**config.mk**
```make
export PLATFORM = sky130hd
export DESIGN_NAME = lcg_entropy_pool_byte_generator
export DESIGN_NICKNAME = d
export VERILOG_FILES = /design/src/rtl/core/lepbg_pkg.sv /design/src/rtl/core/lepbg_datapath.sv /design/src/rtl/core/lepbg_ctrl.sv /design/src/rtl/core/lcg_entropy_pool_byte_generator.sv
export SDC_FILE = /design/constraint.sdc
export NUM_CORES = 2
export LEC_CHECK = 0
export BUFFER_PORTS_ARGS = -buffer_cell sky130_fd_sc_hd__buf_2
export CORE_UTILIZATION = 50
export CTS_BUF_LIST = sky130_fd_sc_hd__clkbuf_8
export DETAILED_ROUTE_END_ITERATION = 8
export PLACE_DENSITY = 0.77
export RECOVER_POWER = 25
export SLEW_MARGIN = 10
export SYNTH_ARGS = -nofsm -noshare
export SYNTH_HDL_FRONTEND = slang
export SYNTH_SLANG_ARGS = --single-unit
```
**constraint.sdc**
```tcl
create_clock -name clk -period 15.5 [get_ports clk]
set_input_delay 0.775 -clock clk [delete_from_list [all_inputs] [get_ports clk]]
set_output_delay 0.775 -clock clk [all_outputs]
set_load 0.02 [all_outputs]
```
**src/rtl/core/lepbg_pkg.sv**
```systemverilog
// Package for the LCG entropy pool byte generator.
// Holds LCG constants, command codes, controller/datapath command/status structs.
// No dependencies.
package lepbg_pkg;

  localparam int POOL_DEPTH_DEFAULT = 256;

  localparam logic [31:0] LCG_MUL   = 32'd1664525;
  localparam logic [31:0] LCG_INC   = 32'd1013904223;
  localparam logic [31:0] LCG_RESET = 32'h1234_5678;
  localparam int          MIX_STRIDE = 13;
  localparam int          SEED_SPAN  = 24;

  localparam logic [1:0] CMD_READ = 2'd0;
  localparam logic [1:0] CMD_ADD  = 2'd1;
  localparam logic [1:0] CMD_SEED = 2'd2;

  localparam logic [1:0] LCG_HOLD      = 2'd0;
  localparam logic [1:0] LCG_STEP      = 2'd1;
  localparam logic [1:0] LCG_STEP_DATA = 2'd2;
  localparam logic [1:0] LCG_LOAD      = 2'd3;

  localparam logic [1:0] RD_PTR_NEXT = 2'd0;
  localparam logic [1:0] RD_IDX      = 2'd1;
  localparam logic [1:0] RD_FAR      = 2'd2;

  localparam logic [1:0] WA_PTR = 2'd0;
  localparam logic [1:0] WA_IDX = 2'd1;
  localparam logic [1:0] WA_FAR = 2'd2;

  localparam logic [2:0] WD_ZERO     = 3'd0;
  localparam logic [2:0] WD_READ     = 3'd1;
  localparam logic [2:0] WD_ADD      = 3'd2;
  localparam logic [2:0] WD_MIX_NEAR = 3'd3;
  localparam logic [2:0] WD_MIX_FAR  = 3'd4;
  localparam logic [2:0] WD_SEED     = 3'd5;

  typedef struct packed {
    logic [1:0] lcg_op;
    logic       ptr_adv;
    logic       rd_en;
    logic [1:0] rd_sel;
    logic       wr_en;
    logic [1:0] wa_sel;
    logic [2:0] wd_sel;
    logic       data_cap;
    logic       mix_cap;
    logic       out_load;
    logic       idx_clr;
    logic       idx_inc;
  } dp_cmd_t;

  typedef struct packed {
    logic idx_last;
  } dp_status_t;

  function automatic logic [31:0] lcg_step(input logic [31:0] v);
    return v * LCG_MUL + LCG_INC;
  endfunction

endpackage

```
**src/rtl/core/lepbg_datapath.sv**
```systemverilog
// Datapath of the LCG entropy pool byte generator: LCG state, pool memory,
// pool pointer, pass index and output register. Driven by lepbg_ctrl.
// Depends on lepbg_pkg.
module lepbg_datapath import lepbg_pkg::*; #(
  parameter int POOL_DEPTH = POOL_DEPTH_DEFAULT
) (
  input  logic        clk,
  input  logic        rst,
  input  dp_cmd_t     cmd,
  input  logic [7:0]  data_byte,
  input  logic [31:0] seed_value,
  output dp_status_t  status,
  output logic [7:0]  random_byte
);

  localparam int AW = $clog2(POOL_DEPTH);

  logic [7:0]    mem [0:POOL_DEPTH-1];
  logic [31:0]   lcg;
  logic [31:0]   lcg_next;
  logic [AW-1:0] ptr;
  logic [AW-1:0] ptr_inc;
  logic [AW-1:0] idx;
  logic [AW-1:0] idx_far;
  logic [AW:0]   idx_sum;
  logic [4:0]    shift_cnt;
  logic [7:0]    data_q;
  logic [7:0]    mix_q;
  logic [7:0]    rd_q;
  logic [7:0]    read_result;
  logic [7:0]    mix_near;
  logic [31:0]   seed_word;
  logic [AW-1:0] rd_addr;
  logic [AW-1:0] wr_addr;
  logic [7:0]    wr_data;

  assign ptr_inc = (ptr == AW'(POOL_DEPTH - 1)) ? '0 : ptr + AW'(1);
  assign idx_sum = {1'b0, idx} + (AW+1)'(MIX_STRIDE);
  assign idx_far = (idx_sum >= (AW+1)'(POOL_DEPTH)) ?
                   AW'(idx_sum - (AW+1)'(POOL_DEPTH)) : idx_sum[AW-1:0];
  assign status.idx_last = (idx == AW'(POOL_DEPTH - 1));

  assign read_result = rd_q ^ lcg[23:16];
  assign mix_near    = rd_q ^ lcg[23:16];
  assign seed_word   = lcg >> shift_cnt;

  always_comb begin
    case (cmd.lcg_op)
      LCG_STEP:      lcg_next = lcg_step(lcg);
      LCG_STEP_DATA: lcg_next = lcg_step(lcg ^ {24'd0, data_byte});
      LCG_LOAD:      lcg_next = seed_value;
      default:       lcg_next = lcg;
    endcase
  end

  always_comb begin
    case (cmd.rd_sel)
      RD_IDX:  rd_addr = idx;
      RD_FAR:  rd_addr = idx_far;
      default: rd_addr = ptr_inc;
    endcase
  end

  always_comb begin
    case (cmd.wa_sel)
      WA_IDX:  wr_addr = idx;
      WA_FAR:  wr_addr = idx_far;
      default: wr_addr = ptr;
    endcase
  end

  always_comb begin
    case (cmd.wd_sel)
      WD_READ:     wr_data = read_result ^ lcg[15:8];
      WD_ADD:      wr_data = rd_q ^ data_q;
      WD_MIX_NEAR: wr_data = mix_near;
      WD_MIX_FAR:  wr_data = rd_q ^ mix_q;
      WD_SEED:     wr_data = seed_word[7:0];
      default:     wr_data = 8'd0;
    endcase
  end

  always_ff @(posedge clk) begin
    if (rst) begin
      lcg       <= LCG_RESET;
      ptr       <= '0;
      idx       <= '0;
      shift_cnt <= '0;
    end else begin
      lcg <= lcg_next;
      if (cmd.ptr_adv) begin
        ptr <= ptr_inc;
      end
      if (cmd.idx_clr) begin
        idx       <= '0;
        shift_cnt <= '0;
      end else if (cmd.idx_inc) begin
        idx       <= idx + AW'(1);
        shift_cnt <= (shift_cnt == 5'(SEED_SPAN - 1)) ? 5'd0 : shift_cnt + 5'd1;
      end
    end
  end

  always_ff @(posedge clk) begin
    if (cmd.data_cap) begin
      data_q <= data_byte;
    end
    if (cmd.mix_cap) begin
      mix_q <= mix_near;
    end
    if (cmd.out_load) begin
      random_byte <= read_result;
    end
  end

  always_ff @(posedge clk) begin
    if (cmd.wr_en) begin
      mem[wr_addr] <= wr_data;
    end
  end

  always_ff @(posedge clk) begin
    if (cmd.rd_en) begin
      rd_q <= mem[rd_addr];
    end
  end

endmodule

```
**src/rtl/core/lepbg_ctrl.sv**
```systemverilog
// Controller of the LCG entropy pool byte generator: command decode, clearing,
// mix and seed passes, input ready and output valid. Drives lepbg_datapath.
// Depends on lepbg_pkg.
module lepbg_ctrl import lepbg_pkg::*; (
  input  logic       clk,
  input  logic       rst,
  input  logic       in_valid,
  input  logic [1:0] command,
  input  logic       last_of_write,
  output logic       in_ready,
  output logic       out_valid,
  input  logic       out_ready,
  input  dp_status_t status,
  output dp_cmd_t    cmd
);

  localparam logic [2:0] S_CLEAR  = 3'd0;
  localparam logic [2:0] S_IDLE   = 3'd1;
  localparam logic [2:0] S_RD_WB  = 3'd2;
  localparam logic [2:0] S_ADD_WB = 3'd3;
  localparam logic [2:0] S_MIX_RD = 3'd4;
  localparam logic [2:0] S_MIX_WI = 3'd5;
  localparam logic [2:0] S_MIX_WJ = 3'd6;
  localparam logic [2:0] S_SEED   = 3'd7;

  logic [2:0] state;
  logic [2:0] state_next;
  logic       mix_pending;
  logic       mix_pending_next;
  logic       out_free;

  assign in_ready = (state == S_IDLE);
  assign out_free = !out_valid || out_ready;

  always_comb begin
    state_next       = state;
    mix_pending_next = mix_pending;
    cmd              = '0;
    case (state)
      S_CLEAR: begin
        cmd.wr_en  = 1'b1;
        cmd.wa_sel = WA_IDX;
        cmd.wd_sel = WD_ZERO;
        if (status.idx_last) begin
          cmd.idx_clr = 1'b1;
          state_next  = S_IDLE;
        end else begin
          cmd.idx_inc = 1'b1;
        end
      end
      S_IDLE: begin
        if (in_valid) begin
          case (command)
            CMD_READ: begin
              cmd.lcg_op  = LCG_STEP;
              cmd.ptr_adv = 1'b1;
              cmd.rd_en   = 1'b1;
              cmd.rd_sel  = RD_PTR_NEXT;
              state_next  = S_RD_WB;
            end
            CMD_ADD: begin
              cmd.lcg_op       = LCG_STEP_DATA;
              cmd.ptr_adv      = 1'b1;
              cmd.rd_en        = 1'b1;
              cmd.rd_sel       = RD_PTR_NEXT;
              cmd.data_cap     = 1'b1;
              mix_pending_next = last_of_write;
              state_next       = S_ADD_WB;
            end
            CMD_SEED: begin
              cmd.lcg_op  = LCG_LOAD;
              cmd.idx_clr = 1'b1;
              state_next  = S_SEED;
            end
            default: begin
              state_next = S_IDLE;
            end
          endcase
        end
      end
      S_RD_WB: begin
        if (out_free) begin
          cmd.wr_en    = 1'b1;
          cmd.wa_sel   = WA_PTR;
          cmd.wd_sel   = WD_READ;
          cmd.out_load = 1'b1;
          state_next   = S_IDLE;
        end
      end
      S_ADD_WB: begin
        cmd.wr_en  = 1'b1;
        cmd.wa_sel = WA_PTR;
        cmd.wd_sel = WD_ADD;
        if (mix_pending) begin
          cmd.idx_clr = 1'b1;
          state_next  = S_MIX_RD;
        end else begin
          state_next = S_IDLE;
        end
      end
      S_MIX_RD: begin
        cmd.lcg_op = LCG_STEP;
        cmd.rd_en  = 1'b1;
        cmd.rd_sel = RD_IDX;
        state_next = S_MIX_WI;
      end
      S_MIX_WI: begin
        cmd.wr_en   = 1'b1;
        cmd.wa_sel  = WA_IDX;
        cmd.wd_sel  = WD_MIX_NEAR;
        cmd.mix_cap = 1'b1;
        cmd.rd_en   = 1'b1;
        cmd.rd_sel  = RD_FAR;
        state_next  = S_MIX_WJ;
      end
      S_MIX_WJ: begin
        cmd.wr_en  = 1'b1;
        cmd.wa_sel = WA_FAR;
        cmd.wd_sel = WD_MIX_FAR;
        if (status.idx_last) begin
          cmd.idx_clr = 1'b1;
          state_next  = S_IDLE;
        end else begin
          cmd.idx_inc = 1'b1;
          state_next  = S_MIX_RD;
        end
      end
      S_SEED: begin
        cmd.wr_en  = 1'b1;
        cmd.wa_sel = WA_IDX;
        cmd.wd_sel = WD_SEED;
        cmd.lcg_op = LCG_STEP;
        if (status.idx_last) begin
          cmd.idx_clr = 1'b1;
          state_next  = S_IDLE;
        end else begin
          cmd.idx_inc = 1'b1;
        end
      end
      default: begin
        state_next = S_IDLE;
      end
    endcase
  end

  always_ff @(posedge clk) begin
    if (rst) begin
      state       <= S_CLEAR;
      mix_pending <= 1'b0;
      out_valid   <= 1'b0;
    end else begin
      state       <= state_next;
      mix_pending <= mix_pending_next;
      if (cmd.out_load) begin
        out_valid <= 1'b1;
      end else if (out_ready) begin
        out_valid <= 1'b0;
      end
    end
  end

endmodule

```
**src/rtl/core/lcg_entropy_pool_byte_generator.sv**
```systemverilog
// Top level of the LCG entropy pool byte generator.
// Joins lepbg_ctrl and lepbg_datapath; depends on lepbg_pkg.
//
// Usage:
//   Input words arrive on the s_axis channel: tuser carries the command
//   (read, add entropy, reseed), tdata the entropy byte and the 32-bit seed,
//   tlast marks the final entropy byte of a write. Read commands return one
//   random byte on the m_axis channel; add and reseed return nothing, and an
//   unused command code is taken and dropped.
//   Sequences, with N = POOL_DEPTH:
//     read    accept, then a write-back that loads the output register once free
//     add     accept and write-back, then a pool mix when tlast is set
//             (one memory read-modify-write pair per entry)
//     reseed  all N entries rewritten, one pool entry written per cycle
//     unused  accepted and dropped in the idle state
//   The pool is a single memory with one write and one read port, which
//   sets these sequences. After rst the block runs a clearing pass over
//   all N entries with s_axis_tready low. A stalled receiver holds the
//   result in the output register; a further read waits in its write-back
//   state, taking no input, until the register empties; add and reseed never wait.
module lcg_entropy_pool_byte_generator import lepbg_pkg::*; #(
  parameter int POOL_DEPTH = POOL_DEPTH_DEFAULT
) (
  input  logic        clk,
  input  logic        rst,
  input  logic        s_axis_tvalid,
  output logic        s_axis_tready,
  input  logic [39:0] s_axis_tdata,   // data_byte[7:0], seed_value[39:8]
  input  logic [1:0]  s_axis_tuser,   // command[1:0]
  input  logic        s_axis_tlast,
  output logic        m_axis_tvalid,
  input  logic        m_axis_tready,
  output logic [7:0]  m_axis_tdata    // random_byte[7:0]
);

  dp_cmd_t    dp_cmd;
  dp_status_t dp_status;

  lepbg_ctrl u_ctrl (
    .clk           (clk),
    .rst           (rst),
    .in_valid      (s_axis_tvalid),
    .command       (s_axis_tuser),
    .last_of_write (s_axis_tlast),
    .in_ready      (s_axis_tready),
    .out_valid     (m_axis_tvalid),
    .out_ready     (m_axis_tready),
    .status        (dp_status),
    .cmd           (dp_cmd)
  );

  lepbg_datapath #(
    .POOL_DEPTH (POOL_DEPTH)
  ) u_datapath (
    .clk         (clk),
    .rst         (rst),
    .cmd         (dp_cmd),
    .data_byte   (s_axis_tdata[7:0]),
    .seed_value  (s_axis_tdata[39:8]),
    .status      (dp_status),
    .random_byte (m_axis_tdata)
  );

  a_clear_after_reset: assert property (@(posedge clk)
    rst |=> !s_axis_tready)
    else $error("input ready during pool clearing pass");

  a_no_result_overwrite: assert property (@(posedge clk) disable iff (rst)
    dp_cmd.out_load |-> (!m_axis_tvalid || m_axis_tready))
    else $error("pending result overwritten");

  a_read_busy: assert property (@(posedge clk) disable iff (rst)
    (s_axis_tvalid && s_axis_tready && (s_axis_tuser == CMD_READ)) |=> !s_axis_tready)
    else $error("input taken during read write-back");

  a_seed_busy: assert property (@(posedge clk) disable iff (rst)
    (s_axis_tvalid && s_axis_tready && (s_axis_tuser == CMD_SEED)) |=> !s_axis_tready)
    else $error("input taken during seed pass");

endmodule
```
==> flow_summary.ini <==
[cts]
clock_tree.buffer_depth = 4
numCtsBuffers = 346
clock_latency_ns = 1.13
htreeDepth = 5
cts_root_buffer = clkbuf_8
cts.reportedPaths.clkPinSlew_ns = 0.07
cts_tree = done
cts.sinks = 2138

[sta]
tightest_slew_ns = 5.20
max_freq_mhz = 102
period_minus_slack_ns = 9.77
slew_headroom_pct = -251
drv_slew = 788
hold_violations = 0
setup_viol = 0
fin_skew_ns = 0.216
fin_crit_sh_pct = 63.0
rsz0062_at_grt = no
fin_setup_tns_ns = 0

[yosys]
synth_async_sr_flop_share_pct = 0
synthTopCellsByArea = edfxtp_1 63%, fa_1 5.1%, mux4_2 4.8%
postSynthNetCount = 7294
yosys_warnings = 0
synth_edf_count = 2080
ys_dominant_reg_cell = edfxtp_1
avgSynthCellArea_um2 = 14.7
netlist.area_leader.share_pct = 63.1
synthCells = 6730
synthDistinctLibCells = 90
synth.most_common_cell = edfxtp_1
synth.ff_latch_count = 2138
syn_area_mm2 = 0.0990
ys_seq_area_share_pct = 64.2
post-synth-top-area-cell = edfxtp_1
synthTopCellsByCount = 2080 x edfxtp_1, 684 x nand2_1, 479 x inv_1, 403 x nor2_1, 370 x a21oi_1

[place]
numPortBuffers = 56
place_congestion = 0.953
hpwl_mm = 172

[detailed_routing]
first_pass_iters = 8
drt_wl_total_mm = 275
num_vias = 61800
drt_iter0_markers = 8792
avgViaCountPerCell = 6.32
wl_per_cell_um = 28.1
ant_nets = 0
drc = 0

[critical_path]
critical_path_arrival_ns = 10.49
critical_path_class = flop to flop
crit_path_max_incr_delay_ns = 3.83
path_max_fanout = 81
cp_slowest_cell = o21ai_0
startpoint_type = flop
path_cells = inv_1, o211ai_1, o21ai_0, mux2i_1, a21oi_1, nor2_1, a21oi_1, o21ai_0, clkbuf_1, buf_4
critical_path.endpoint_type = flop
required_ns = 16.23
r2r_setup_slack_ns = 5.73

[die]
coreArea_mm2 = 0.196
dieArea_mm2 = 0.200
core.rowCount = 162
start_util_pct = 50.6
die_h_um = 447
ios = 57
die_w_um = 447

[run]
cap_violations = 13

[finish]
drive_gt1_share_pct = 11.4
synthToLayoutAreaGrowth_pct = 8.94
layout.nets = 7466

[global_routing]
grt_pass1_wl_mm = 401
antenna_found_initial = 12
grt_overflow = 0
grt_pass1_vias = 61000
grt_usage_pct = 27.2
grt_start_max_net_pins = 253

[hold_path]
hp-class = input pin to flop

[run_status]
violations = capacitance limit, slew limit
status = finished with violations
final cells by class:
type / instances / area [µm²]
Multi-Input combinational cell: 3745 / 31800
Sequential cell: 2138 / 63600
Timing Repair Buffer: 190 / 1380
Inverter: 481 / 1810
Fill cell: 15100 / 87900
Antenna cell: 6 / 15.0
Clock inverter: 247 / 1140
Clock buffer: 354 / 4870
Tap cell: 2624 / 3280
placed cells by master (no fill, tap or decap), types with 76 or more instances in the layout:
master / netlist / final
a21oi_1: 370 / 370
a32oi_1: 76 / 76
buf_4: 26 / 91
clkbuf_8: 0 / 354
clkinv_1: 1 / 90
edfxtp_1: 2080 / 2080
fa_1: 251 / 251
ha_1: 266 / 266
inv_1: 479 / 587
mux2i_1: 218 / 218
mux4_2: 210 / 210
nand2_1: 684 / 683
nand3_1: 107 / 107
nor2_1: 403 / 395
o21ai_0: 196 / 194
xnor2_1: 85 / 85
cells by family (layout without fill, tap and decap cells):
group                    Yosys count  in the layout  share of synthesized area [%]
AO/OA/AOI/OAI                   1197           1197                           8.09
XOR/XNOR                         129            129                           1.14
adder cells (fa/ha/maj)          517            517                           8.44
buffers and inverters            847           1272                           3.86
flip-flops                      2138           2138                           64.2
multiplexers                     474            474                           8.08
other                              0              6                              0
AND/OR/NAND/NOR                 1428           1428                           6.15
flip-flops by register name, indices dropped and copies added (netlist names):
register,flops
u_ctrl.out_valid,1
u_datapath.shift_cnt,5
u_datapath.lcg,32
u_ctrl.mix_pending,1
u_datapath.rd_q,8
u_datapath.data_q,8
u_datapath.ptr,8
u_datapath.idx,8
u_datapath.random_byte,8
u_ctrl.state,3
u_datapath.mem,2048
u_datapath.mix_q,8
critical path, delay by kind of cell, from the launching register on:
family                 cells  cell delay, ns
buffers and inverters      3            3.77
multiplexers               1            0.25
flip-flops                 1            0.81
AO/OA/AOI/OAI              5            4.37
AND/OR/NAND/NOR            1            0.12
stage by stage:
stage | instances | setup WS, ns | instance area (µm²) | hold slack, ns | util (%)
after global routing | 9781 | 5.24 | 108000 | 0.0486 | 55.1
after CTS | 9779 | 7.32 | 108000 | 0.0126 | 55.2
after detailed placement | 9155 | 7.54 | 102000 | 0.542 | 52.0
after global placement | 9155 | 7.72 | 102000 | 0.520 | 52.0
after floorplan | 6730 | 1.36 | 99000 | 0.484 | -
final | 9785 | 5.73 | 108000 | 0.0830 | 55.1
routing by layer:
layer / share of wire, % / vias up / GRT usage [%] / wire [µm]
met5: 0.034 / - / 0 / 95
met4: 5.5 / 12 / 13.8 / 15200
met3: 12 / 837 / 6.92 / 32600
met2: 46 / 4310 / 42.2 / 128000
met1: 36 / 30800 / 35.7 / 99500
li1: - / 25800 / - / -
worst paths after layout:
check                    start                     end  cells past startpoint
max reg2reg  u_datapath.lcg[9]  u_datapath.mem[237][2]                     10
min           s_axis_tdata[34]      u_datapath.lcg[26]                      3
min reg2reg  u_datapath.ptr[7]       u_datapath.ptr[7]                      2
max          u_datapath.lcg[9]  u_datapath.mem[237][2]                     10
what timing repair did:
item,4_1_cts,5_1_grt
hold buffers,23,0
hold endpoints to repair,23,0
buffers inserted,0,0
resized for setup,0,0
Power is not shown: default switching activity piles up to over one toggle a cycle in this logic, so the estimate is an artifact.
